--- config.mk ---
export PLATFORM = sky130hd
export DESIGN_NAME = eased_value_interpolator
export DESIGN_NICKNAME = d
export VERILOG_FILES = /design/src/hw/rtl/evi_pkg.sv /design/src/hw/rtl/eased_value_interpolator.sv /design/src/hw/rtl/evi_regs.sv /design/src/hw/rtl/evi_front.sv /design/src/hw/rtl/evi_queue.sv /design/src/hw/rtl/evi_back.sv
export SDC_FILE = /design/constraint.sdc
export NUM_CORES = 2
export LEC_CHECK = 0
export BUFFER_PORTS_ARGS = -buffer_cell sky130_fd_sc_hd__buf_2
export CAP_MARGIN = 20
export CORE_AREA = 5 5 414 416
export CTS_CLUSTER_SIZE = 16
export DETAILED_ROUTE_END_ITERATION = 7
export DIE_AREA = 0 0 419 421
export PLACE_DENSITY = 0.49
export SLEW_MARGIN = 20
export SYNTH_ARGS = -nofsm -noshare
export SYNTH_HDL_FRONTEND = slang
export SYNTH_HIERARCHICAL = 1
export SYNTH_SLANG_ARGS = --single-unit
--- constraint.sdc ---
create_clock -name i_clk -period 18.9 [get_ports i_clk]
set_input_delay 2.835 -clock i_clk [delete_from_list [all_inputs] [get_ports i_clk]]
set_output_delay 2.835 -clock i_clk [all_outputs]
set_load 0.005 [all_outputs]
--- src/hw/rtl/evi_pkg.sv ---
package evi_pkg;

    // fixed field widths
    localparam int unsigned TICK_W     = 32;
    localparam int unsigned VALUE_W    = 32;
    localparam int unsigned CFG_ADDR_W = 3;
    localparam int unsigned CFG_DATA_W = 32;
    localparam int unsigned MODE_W     = 2;
    localparam int unsigned PHASE_W    = 2;

    // request kinds
    localparam logic REQ_START  = 1'b0;
    localparam logic REQ_UPDATE = 1'b1;

    // register indexes
    localparam logic [CFG_ADDR_W-1:0] REG_END_VALUE = 3'd0;
    localparam logic [CFG_ADDR_W-1:0] REG_DURATION  = 3'd1;
    localparam logic [CFG_ADDR_W-1:0] REG_DELAY     = 3'd2;
    localparam logic [CFG_ADDR_W-1:0] REG_EASING    = 3'd3;
    localparam logic [CFG_ADDR_W-1:0] REG_INITIAL   = 3'd4;

    // easing curves
    localparam logic [MODE_W-1:0] EASE_LINEAR    = 2'd0;
    localparam logic [MODE_W-1:0] EASE_CUBIC_OUT = 2'd1;
    localparam logic [MODE_W-1:0] EASE_QUINTIC   = 2'd2;

    // result phases
    localparam logic [PHASE_W-1:0] PHASE_WAIT = 2'd0;
    localparam logic [PHASE_W-1:0] PHASE_RUN  = 2'd1;
    localparam logic [PHASE_W-1:0] PHASE_DONE = 2'd2;

    // queued command: start carries the begin time, update carries now
    typedef struct packed {
        logic              op;
        logic [TICK_W-1:0] ticks;
    } t_cmd;

    // configuration bank as seen by the datapath
    typedef struct packed {
        logic [VALUE_W-1:0] end_value;
        logic [TICK_W-1:0]  duration;
        logic [TICK_W-1:0]  delay;
        logic [MODE_W-1:0]  mode;
        logic [VALUE_W-1:0] initial_value;
        logic               load_initial;
    } t_cfg;

endpackage

--- src/hw/rtl/eased_value_interpolator.sv ---
// Tween animator with eased interpolation toward a target value.
// Input stream: s_axis_tuser is the request kind (0 start, 1 update) and
// s_axis_tdata the time in ticks. Each request gives exactly one result on
// the output stream: value (Q16.16), un-eased progress and phase.
// Configuration: i_cfg_we/i_cfg_addr/i_cfg_data write end value, duration,
// delay, easing mode and initial value; write only while no request is open.
// Sequence: a start request or an update before the begin time goes from
// the queue through the EXEC and OUT states into the output register. A
// running update first runs a radix-2 divider that makes one progress bit
// per cycle, unless the duration has already elapsed, then up to four
// products are formed in turn. One request is worked on at a time; a
// two-entry command queue keeps accepting while the datapath is busy.
// A held result sits in the output register; while the receiver stalls the
// datapath finishes the next request and waits, and the queue fills, after
// which s_axis_tready falls.
// Reset (synchronous, active low) restores the register defaults, marks the
// tween as never started, clears the queue and drops any pending result.
module eased_value_interpolator
    import evi_pkg::*;
#(
    parameter int unsigned FRAC_BITS = 16,
    localparam int unsigned OUT_W = ((VALUE_W + FRAC_BITS + 1 + PHASE_W + 7) / 8) * 8
) (
    input  logic                  i_clk,
    input  logic                  i_rst_n,
    input  logic                  i_cfg_we,
    input  logic [CFG_ADDR_W-1:0] i_cfg_addr,
    input  logic [CFG_DATA_W-1:0] i_cfg_data,
    input  logic                  s_axis_tvalid,
    output logic                  s_axis_tready,
    input  logic [TICK_W-1:0]     s_axis_tdata,  // now_ticks
    input  logic                  s_axis_tuser,  // req_type
    output logic                  m_axis_tvalid,
    input  logic                  m_axis_tready,
    output logic [OUT_W-1:0]      m_axis_tdata   // out_value, progress, phase, zero pad
);

    t_cfg               w_cfg;
    logic               w_push;
    t_cmd               w_push_cmd;
    logic               w_q_full;
    logic               w_q_valid;
    t_cmd               w_q_head;
    logic               w_pop;
    logic [VALUE_W-1:0] w_value;
    logic [FRAC_BITS:0] w_progress;
    logic [PHASE_W-1:0] w_phase;

    evi_regs u_regs (
        .i_clk      (i_clk),
        .i_rst_n    (i_rst_n),
        .i_cfg_we   (i_cfg_we),
        .i_cfg_addr (i_cfg_addr),
        .i_cfg_data (i_cfg_data),
        .o_cfg      (w_cfg)
    );

    evi_front u_front (
        .i_valid      (s_axis_tvalid),
        .o_ready      (s_axis_tready),
        .i_req_type   (s_axis_tuser),
        .i_now_ticks  (s_axis_tdata),
        .i_delay      (w_cfg.delay),
        .i_queue_full (w_q_full),
        .o_push       (w_push),
        .o_cmd        (w_push_cmd)
    );

    evi_queue u_queue (
        .i_clk   (i_clk),
        .i_rst_n (i_rst_n),
        .i_push  (w_push),
        .i_cmd   (w_push_cmd),
        .o_full  (w_q_full),
        .o_valid (w_q_valid),
        .o_head  (w_q_head),
        .i_pop   (w_pop)
    );

    evi_back #(
        .FRAC_BITS (FRAC_BITS)
    ) u_back (
        .i_clk      (i_clk),
        .i_rst_n    (i_rst_n),
        .i_cfg      (w_cfg),
        .i_q_valid  (w_q_valid),
        .i_q_head   (w_q_head),
        .o_pop      (w_pop),
        .o_valid    (m_axis_tvalid),
        .i_ready    (m_axis_tready),
        .o_value    (w_value),
        .o_progress (w_progress),
        .o_phase    (w_phase)
    );

    // result packing, first field lowest
    assign m_axis_tdata = OUT_W'({w_phase, w_progress, w_value});

endmodule

--- src/hw/rtl/evi_regs.sv ---
module evi_regs
    import evi_pkg::*;
(
    input  logic                  i_clk,
    input  logic                  i_rst_n,
    input  logic                  i_cfg_we,
    input  logic [CFG_ADDR_W-1:0] i_cfg_addr,
    input  logic [CFG_DATA_W-1:0] i_cfg_data,
    output t_cfg                  o_cfg
);

    logic [VALUE_W-1:0] r_end_value;
    logic [TICK_W-1:0]  r_duration;
    logic [TICK_W-1:0]  r_delay;
    logic [MODE_W-1:0]  r_mode;
    logic [VALUE_W-1:0] r_initial;
    logic               r_load_initial;

    // register writes, indexes past the list are dropped
    always_ff @(posedge i_clk) begin
        if (!i_rst_n) begin
            r_end_value    <= '0;
            r_duration     <= TICK_W'(1000);
            r_delay        <= '0;
            r_mode         <= EASE_LINEAR;
            r_initial      <= '0;
            r_load_initial <= 1'b0;
        end else begin
            r_load_initial <= 1'b0;
            if (i_cfg_we) begin
                case (i_cfg_addr)
                    REG_END_VALUE: r_end_value <= i_cfg_data[VALUE_W-1:0];
                    REG_DURATION:  r_duration  <= i_cfg_data[TICK_W-1:0];
                    REG_DELAY:     r_delay     <= i_cfg_data[TICK_W-1:0];
                    REG_EASING:    r_mode      <= i_cfg_data[MODE_W-1:0];
                    REG_INITIAL: begin
                        r_initial      <= i_cfg_data[VALUE_W-1:0];
                        r_load_initial <= 1'b1;
                    end
                    default: ;
                endcase
            end
        end
    end

    assign o_cfg.end_value     = r_end_value;
    assign o_cfg.duration      = r_duration;
    assign o_cfg.delay         = r_delay;
    assign o_cfg.mode          = r_mode;
    assign o_cfg.initial_value = r_initial;
    assign o_cfg.load_initial  = r_load_initial;

endmodule

--- src/hw/rtl/evi_front.sv ---
module evi_front
    import evi_pkg::*;
(
    input  logic              i_valid,
    output logic              o_ready,
    input  logic              i_req_type,
    input  logic [TICK_W-1:0] i_now_ticks,
    input  logic [TICK_W-1:0] i_delay,
    input  logic              i_queue_full,
    output logic              o_push,
    output t_cmd              o_cmd
);

    logic [TICK_W:0]   w_sum;
    logic [TICK_W-1:0] w_begin;

    // begin time of a start request, saturating at all ones
    assign w_sum   = {1'b0, i_now_ticks} + {1'b0, i_delay};
    assign w_begin = w_sum[TICK_W] ? '1 : w_sum[TICK_W-1:0];

    // classify and push into the command queue
    assign o_ready     = !i_queue_full;
    assign o_push      = i_valid && !i_queue_full;
    assign o_cmd.op    = i_req_type;
    assign o_cmd.ticks = (i_req_type == REQ_START) ? w_begin : i_now_ticks;

endmodule

--- src/hw/rtl/evi_queue.sv ---
module evi_queue
    import evi_pkg::*;
(
    input  logic i_clk,
    input  logic i_rst_n,
    input  logic i_push,
    input  t_cmd i_cmd,
    output logic o_full,
    output logic o_valid,
    output t_cmd o_head,
    input  logic i_pop
);

    localparam int unsigned DEPTH = 2;
    localparam int unsigned PTR_W = $clog2(DEPTH);
    localparam int unsigned CNT_W = $clog2(DEPTH + 1);

    t_cmd             r_slot [DEPTH];
    logic [PTR_W-1:0] r_wr_ptr;
    logic [PTR_W-1:0] r_rd_ptr;
    logic [CNT_W-1:0] r_count;
    logic             w_do_pop;

    assign w_do_pop = i_pop && (r_count != '0);
    assign o_full   = (r_count == CNT_W'(DEPTH));
    assign o_valid  = (r_count != '0);
    assign o_head   = r_slot[r_rd_ptr];

    // storage
    always_ff @(posedge i_clk) begin
        if (i_push) begin
            r_slot[r_wr_ptr] <= i_cmd;
        end
    end

    // pointers and fill count
    always_ff @(posedge i_clk) begin
        if (!i_rst_n) begin
            r_wr_ptr <= '0;
            r_rd_ptr <= '0;
            r_count  <= '0;
        end else begin
            if (i_push) begin
                r_wr_ptr <= r_wr_ptr + PTR_W'(1);
            end
            if (w_do_pop) begin
                r_rd_ptr <= r_rd_ptr + PTR_W'(1);
            end
            if (i_push && !w_do_pop) begin
                r_count <= r_count + CNT_W'(1);
            end else if (!i_push && w_do_pop) begin
                r_count <= r_count - CNT_W'(1);
            end
        end
    end

endmodule

--- src/hw/rtl/evi_back.sv ---
module evi_back
    import evi_pkg::*;
#(
    parameter int unsigned FRAC_BITS = 16
) (
    input  logic                 i_clk,
    input  logic                 i_rst_n,
    input  t_cfg                 i_cfg,
    input  logic                 i_q_valid,
    input  t_cmd                 i_q_head,
    output logic                 o_pop,
    output logic                 o_valid,
    input  logic                 i_ready,
    output logic [VALUE_W-1:0]   o_value,
    output logic [FRAC_BITS:0]   o_progress,
    output logic [PHASE_W-1:0]   o_phase
);

    localparam int unsigned T_W    = FRAC_BITS + 1;
    localparam int unsigned CNT_W  = $clog2(FRAC_BITS + 1);
    localparam int unsigned MA_W   = VALUE_W + 2;
    localparam int unsigned PROD_W = MA_W + T_W + 1;
    localparam logic [T_W-1:0]   ONE_Q        = {1'b1, {FRAC_BITS{1'b0}}};
    localparam logic [CNT_W-1:0] DIV_STEPS    = CNT_W'(FRAC_BITS);
    localparam logic [CNT_W-1:0] CUBIC_MULS   = CNT_W'(2);
    localparam logic [CNT_W-1:0] QUINTIC_MULS = CNT_W'(3);

    typedef enum logic [8:0] {
        S_IDLE  = 9'b000000001,
        S_EXEC  = 9'b000000010,
        S_DIV   = 9'b000000100,
        S_ESET  = 9'b000001000,
        S_EMUL  = 9'b000010000,
        S_ESTEP = 9'b000100000,
        S_IMUL  = 9'b001000000,
        S_IFIN  = 9'b010000000,
        S_OUT   = 9'b100000000
    } t_state;

    t_state                    r_state, n_state;
    t_cmd                      r_cmd, n_cmd;
    logic [TICK_W-1:0]         r_begin, n_begin;
    logic [VALUE_W-1:0]        r_from, n_from;
    logic [VALUE_W-1:0]        r_cur, n_cur;
    logic [T_W-1:0]            r_t, n_t;
    logic [PHASE_W-1:0]        r_phase, n_phase;
    logic [TICK_W:0]           r_rem, n_rem;
    logic [CNT_W-1:0]          r_cnt, n_cnt;
    logic [T_W-1:0]            r_x, n_x;
    logic                      r_hi, n_hi;
    logic signed [MA_W-1:0]    r_ma, n_ma;
    logic [T_W-1:0]            r_mb, n_mb;
    logic signed [PROD_W-1:0]  r_prod, n_prod;
    logic                      r_out_valid, n_out_valid;
    logic [VALUE_W-1:0]        r_out_value, n_out_value;
    logic [T_W-1:0]            r_out_t, n_out_t;
    logic [PHASE_W-1:0]        r_out_phase, n_out_phase;

    logic                      w_started;
    logic [TICK_W-1:0]         w_diff;
    logic                      w_full;
    logic [TICK_W:0]           w_rem2;
    logic                      w_sub_ok;
    logic [T_W-1:0]            w_q;
    logic [T_W-1:0]            w_u;
    logic [T_W:0]              w_two_t;
    logic [T_W-1:0]            w_x;
    logic                      w_hi;
    logic [T_W-1:0]            w_p;
    logic [T_W-1:0]            w_quint;
    logic signed [MA_W-1:0]    w_span;
    logic                      w_out_free;

    // elapsed time and divider step
    assign w_started = (r_cmd.ticks >= r_begin);
    assign w_diff    = r_cmd.ticks - r_begin;
    assign w_full    = (i_cfg.duration == '0) || (w_diff >= i_cfg.duration);
    assign w_rem2    = {r_rem[TICK_W-1:0], 1'b0};
    assign w_sub_ok  = (w_rem2 >= {1'b0, i_cfg.duration});

    // easing helpers
    assign w_q     = r_prod[FRAC_BITS +: T_W];
    assign w_u     = ONE_Q - r_t;
    assign w_two_t = {r_t, 1'b0};
    assign w_hi    = (w_two_t >= {1'b0, ONE_Q});
    assign w_x     = w_hi ? {w_u[T_W-2:0], 1'b0} : w_two_t[T_W-1:0];
    assign w_p     = w_q >> 1;
    assign w_quint = r_hi ? (ONE_Q - w_p) : w_p;

    // signed distance from the start value to the end value
    assign w_span = $signed({{2{i_cfg.end_value[VALUE_W-1]}}, i_cfg.end_value})
                  - $signed({{2{r_from[VALUE_W-1]}}, r_from});

    assign w_out_free = !r_out_valid || i_ready;

    // sequencer
    always_comb begin
        n_state     = r_state;
        n_cmd       = r_cmd;
        n_begin     = r_begin;
        n_from      = r_from;
        n_cur       = r_cur;
        n_t         = r_t;
        n_phase     = r_phase;
        n_rem       = r_rem;
        n_cnt       = r_cnt;
        n_x         = r_x;
        n_hi        = r_hi;
        n_ma        = r_ma;
        n_mb        = r_mb;
        n_prod      = r_prod;
        n_out_valid = r_out_valid && !i_ready;
        n_out_value = r_out_value;
        n_out_t     = r_out_t;
        n_out_phase = r_out_phase;
        o_pop       = 1'b0;

        case (r_state)
            S_IDLE: begin
                if (i_q_valid) begin
                    o_pop   = 1'b1;
                    n_cmd   = i_q_head;
                    n_state = S_EXEC;
                end
            end
            S_EXEC: begin
                n_t     = '0;
                n_phase = PHASE_WAIT;
                case (r_cmd.op)
                    REQ_START: begin
                        n_begin = r_cmd.ticks;
                        n_from  = r_cur;
                        n_state = S_OUT;
                    end
                    REQ_UPDATE: begin
                        if (!w_started) begin
                            n_state = S_OUT;
                        end else if (w_full) begin
                            n_t     = ONE_Q;
                            n_state = S_ESET;
                        end else begin
                            n_rem   = {1'b0, w_diff};
                            n_cnt   = DIV_STEPS;
                            n_state = S_DIV;
                        end
                    end
                    default: n_state = S_OUT;
                endcase
            end
            S_DIV: begin
                // one quotient bit per cycle
                n_rem   = w_sub_ok ? (w_rem2 - {1'b0, i_cfg.duration}) : w_rem2;
                n_t     = {r_t[T_W-2:0], w_sub_ok};
                n_cnt   = r_cnt - CNT_W'(1);
                if (r_cnt == CNT_W'(1)) begin
                    n_state = S_ESET;
                end
            end
            S_ESET: begin
                n_phase = (r_t == ONE_Q) ? PHASE_DONE : PHASE_RUN;
                case (i_cfg.mode)
                    EASE_CUBIC_OUT: begin
                        n_x     = w_u;
                        n_ma    = $signed(MA_W'(w_u));
                        n_mb    = w_u;
                        n_cnt   = CUBIC_MULS;
                        n_state = S_EMUL;
                    end
                    EASE_QUINTIC: begin
                        n_x     = w_x;
                        n_hi    = w_hi;
                        n_ma    = $signed(MA_W'(w_x));
                        n_mb    = w_x;
                        n_cnt   = QUINTIC_MULS;
                        n_state = S_EMUL;
                    end
                    default: begin
                        n_ma    = w_span;
                        n_mb    = r_t;
                        n_state = S_IMUL;
                    end
                endcase
            end
            S_EMUL: begin
                n_prod  = r_ma * $signed({1'b0, r_mb});
                n_cnt   = r_cnt - CNT_W'(1);
                n_state = S_ESTEP;
            end
            S_ESTEP: begin
                if (r_cnt != '0) begin
                    n_ma    = $signed(MA_W'(w_q));
                    n_state = S_EMUL;
                    if (i_cfg.mode == EASE_QUINTIC && r_cnt != CNT_W'(1)) begin
                        n_mb = w_q;
                    end else begin
                        n_mb = r_x;
                    end
                end else begin
                    n_ma    = w_span;
                    n_mb    = (i_cfg.mode == EASE_QUINTIC) ? w_quint : (ONE_Q - w_q);
                    n_state = S_IMUL;
                end
            end
            S_IMUL: begin
                n_prod  = r_ma * $signed({1'b0, r_mb});
                n_state = S_IFIN;
            end
            S_IFIN: begin
                // floor of the scaled step, wrapped to the value width
                n_cur   = r_from + r_prod[FRAC_BITS +: VALUE_W];
                n_state = S_OUT;
            end
            S_OUT: begin
                if (w_out_free) begin
                    n_out_valid = 1'b1;
                    n_out_value = r_cur;
                    n_out_t     = r_t;
                    n_out_phase = r_phase;
                    n_state     = S_IDLE;
                end
            end
            default: n_state = S_IDLE;
        endcase

        if (i_cfg.load_initial) begin
            n_cur = i_cfg.initial_value;
        end
    end

    // control and tween state
    always_ff @(posedge i_clk) begin
        if (!i_rst_n) begin
            r_state     <= S_IDLE;
            r_out_valid <= 1'b0;
            r_begin     <= '1;
            r_from      <= '0;
            r_cur       <= '0;
        end else begin
            r_state     <= n_state;
            r_out_valid <= n_out_valid;
            r_begin     <= n_begin;
            r_from      <= n_from;
            r_cur       <= n_cur;
        end
    end

    // datapath
    always_ff @(posedge i_clk) begin
        r_cmd       <= n_cmd;
        r_t         <= n_t;
        r_phase     <= n_phase;
        r_rem       <= n_rem;
        r_cnt       <= n_cnt;
        r_x         <= n_x;
        r_hi        <= n_hi;
        r_ma        <= n_ma;
        r_mb        <= n_mb;
        r_prod      <= n_prod;
        r_out_value <= n_out_value;
        r_out_t     <= n_out_t;
        r_out_phase <= n_out_phase;
    end

    assign o_valid    = r_out_valid;
    assign o_value    = r_out_value;
    assign o_progress = r_out_t;
    assign o_phase    = r_out_phase;

endmodule

==> results.md <==
* Status: finished, final reports clean
* Multi-input gate area at 32000 um2
* Sequential share of power at 0.416
* Routed wire length at 144000 um
* Internal power at 2.41 mW
* Post-synthesis cell type count at 91
* Crit-path slowest cell: edfxtp_1
* Port Buffers at 125
* CTS Buffer Depth at 3
* Synthesis Warnings at 6
* Final min period at 7.42 ns
* DIE HEIGHT at 421 um
* WL/cell at 19.1 um
* Layout Nets at 6201
* Inst Count DP at 7434
* Final slew viol count at 0
* Leak at 24.3 nW
* WHS Path Cells at 0
* TritonCTS clock tree: built
* Routability cong. at 0.902
* Asr flop ratio synth at 0
* Gate power share at 0.202
* First-pass GRT wire length at 226000 um
* Required @ worst endpoint at 19.29 ns
* Most used cell, CP: fa_1
* Synth Instances at 5289
* CP max stage delay at 0.67 ns
* Non-Filler Instances at 7552
* Sw Ratio at 0.296
* Die ar. at 176000 um2
* Worst-Margin Slew at 1.04 ns
* Slew headroom at 0.305
* H-tree depth at 3
* Maximum VDD drop at 78.4 uV
* Adder-cell area share of the yosys netlist at 0.287
* Syn Area/Cell at 9.41 um2
* Fmax at 135 MHz
* Mux cell area share after synthesis at 0.0385
* Ordered cell list for the critical path: and2_1 -> fa_1 -> inv_1 -> fa_1 -> fa_1 -> inv_1 -> ha_1 -> fa_1 -> fa_1 -> ha_1 -> a21o_1 -> a2111o_1 -> o221ai_1 -> o31ai_1 -> buf_4 -> a31oi_1 -> o21ai_0 -> a31oi_1 -> nor2_1 -> a31o_2 -> xor2_1
* Hold Fails Final Rpt at 0
* Yosys top cell area share at 0.209
* Netlist Area Pre-Place at 49800 um2
* Placeable Area at 167000 um2
* Initial antenna violation count at 2
* Layout fillers at 17300
* Hold endpoint: u_back/o_phase[1]$_DFFE_PP_
* Reg2Reg Depth at 21
* CP Capture Type: flip-flop
* Synth top area cells: fa_1 (21%), edfxtp_1 (18%), dfxtp_1 (9.7%)
* Diodes inserted at 0
* Final ANT Viol Nets at 0
* Final setup violating endpoints at 0
* Synth Area in Simple Gates at 0.161
* Ys flop type: edfxtp_1
* Horiz. Die Dim at 419 um
* Total CTS buffers at 66
* MaxCap Viol Count at 0
* Total grt overflow at 0
* Share of cells above drive strength 1 at 0.0694
* Critical Path Source Type: flip-flop
* XOR/XNOR share of the synthesized area at 0.0408
* Post-CTS Setup Bufs at 0
* Gr usage total at 0.163
* Rows at 150
* Register area at 14000 um2
* Hold_sp: u_back/r_phase[1]$_SDFFCE_PN0P_
* Clk sinks at 548
* Area delta synth->final at 10.1%
* Post-DP HPWL at 112000 um
* RSZ-0062 raised after global routing: no
* Initial core utilization at 0.298
* Fin crit share at 0.393
* Clk_lat worst skew at 0.66 ns
* I/O pin total at 131
* CTS Hold Bufs at 0
* Setup_tns at 0 ns
* Flops & latches, synth at 548
* Initial DRC Count at 2128
* CTS Root Cell: clkbuf_16
* Pwr Total at 3.43 mW
* Reg clk slew, reported paths at 0.06 ns
* Largest family of logic cells by synthesized area: adder cells
* Largest net degree at the start of global routing at 79
* Synth Area in Compound Gates at 0.114
* Hold Crit Class: flip-flop to flip-flop
* Max FO, Critical Path at 17
* Crit Path Class: flip-flop to flip-flop
* Dominant cell type by area after synthesis: fa_1
* Clock power share at 0.382
* RR Endpoint: u_back/r_prod[41]$_DFFE_PP_
* Final Skew at 0.0234 ns
* Vias/cell at 4.80
* Initial DRT Pass Iterations at 5
* Number of global-route vias before repair at 37700
* Reg2reg setup slack at 11.48 ns
* Post-route DRC violation count at 0
* P per Cell Area at 62.6 nW/um2
* Vias at 36300
* Post-synth EDFFs at 306
* RR Startpoint: u_back/r_ma[9]$_DFFE_PP_
* Register area share after synthesis at 0.282
* WHS at 0.450 ns
* Post-cts resize count at 0
* Net Sw Power at 1.02 mW
* Critical Path AT at 7.81 ns
[cells in the final DEF, fill, tap and decap left out, types with 124 or more instances in the layout]
cell type	netlist	final
mux2i_1	150	150
and2_1	347	347
nor2_1	176	174
nand2_1	746	745
ha_1	311	311
buf_2	34	124
o21ai_0	170	170
a21oi_1	255	255
inv_1	741	741
xnor2_1	131	131
fa_1	519	519
edfxtp_1	306	306
dfxtp_1	242	242
[through the flow]
step           setup slack (ns)  utilization  instance area (um2)
2_1_floorplan             12.33            -                49800
3_3_place_gp              11.49        0.315                52600
3_5_place_dp              11.38        0.315                52600
4_1_cts                   11.34        0.328                54800
5_1_grt                   11.01        0.328                54800
6_report                  11.48        0.328                54800
[power by group through the flow]
stage | sequential (mW) | clock [mW] | combinational, mW
after floorplan | 1.43 | 0 | 0.497
after global placement | 1.45 | 0 | 0.689
after detailed placement | 1.45 | 0 | 0.696
after CTS | 1.43 | 1.35 | 0.702
after global routing | 1.44 | 1.40 | 0.776
final | 1.43 | 1.31 | 0.694
[worst max path at each step]
stage,slack [ns],startpoint,end,depth (start not counted)
floorplan,12.33,u_back/r_mb[3]$_DFFE_PP_,u_back/r_prod[46]$_DFFE_PP_,22
global placement,11.49,u_back/r_ma[10]$_DFFE_PP_,u_back/r_prod[46]$_DFFE_PP_,22
detailed placement,11.38,u_back/r_ma[9]$_DFFE_PP_,u_back/r_prod[46]$_DFFE_PP_,21
CTS,11.34,u_back/r_ma[9]$_DFFE_PP_,u_back/r_prod[41]$_DFFE_PP_,21
global route,11.01,u_back/r_ma[16]$_DFFE_PP_,u_back/r_prod[46]$_DFFE_PP_,21
finish,11.48,u_back/r_ma[9]$_DFFE_PP_,u_back/r_prod[41]$_DFFE_PP_,21
[sequential cells by signal (all words and copies together) (netlist names), 5 cells and up, named ones only]
signal              cells
u_back/o_progress      17
u_regs/r_duration      32
u_back/r_from          32
u_regs/r_initial       32
u_queue/r_slot         66
u_back/r_cur           32
u_back/r_t             17
u_back/o_value         32
u_regs/r_end_value     32
u_regs/r_delay         32
u_back/r_x             17
u_back/r_state          9
u_back/r_prod          32
u_back/r_ma            33
u_back/r_cmd           33
u_back/r_mb            17
u_back/r_cnt            5
u_back/r_begin         32
u_back/r_rem           32
[critical path, delay by kind of cell, from the launching register on]
| family | cells | cell delay (ns) |
|---|---|---|
| adders and majority gates | 7 | 3.05 |
| AOI/OAI and AO/OA | 8 | 2.57 |
| DFF | 1 | 0.67 |
| and+or+nand+nor | 2 | 0.38 |
| buffers and inverters | 3 | 0.30 |
| xor gates and xnor gates | 1 | 0.14 |
[final cells by class]
class                      instances  area share
clock inverter                    32     0.00630
clock buffer                      86      0.0338
timing repair buffer             178      0.0189
sequential                       548       0.256
inverter                         742      0.0508
tap                             2204      0.0503
multi-input combinational       3762       0.584
[kinds of logic after synthesis]
group	after synthesis
compound gates	867
xor+xnor	232
fa+ha+maj	830
buf+inv	983
flops	548
mux	187
other cells	1
simple gates	1641
[synth_stat cells, drive strengths merged (30+ instances only)]
library cell,n
a21boi,41
a21o,103
a21oi,256
and2,348
and3,31
buf,57
clkbuf,184
dfxtp,242
edfxtp,306
fa,519
ha,311
inv,741
mux2,37
mux2i,150
nand2,748
nand3,39
nand4,30
nor2,177
nor2b,85
nor3,51
o211ai,65
o21a,36
o21ai,177
or3,31
xnor2,131
xor2,101
[metal layers]
metal  global-route usage  share of wire
met5                    0              0
met4               0.0423          0.024
met2                0.287           0.50
met1                0.214           0.45
met3               0.0178          0.035
(Power assumes the default switching activity.)
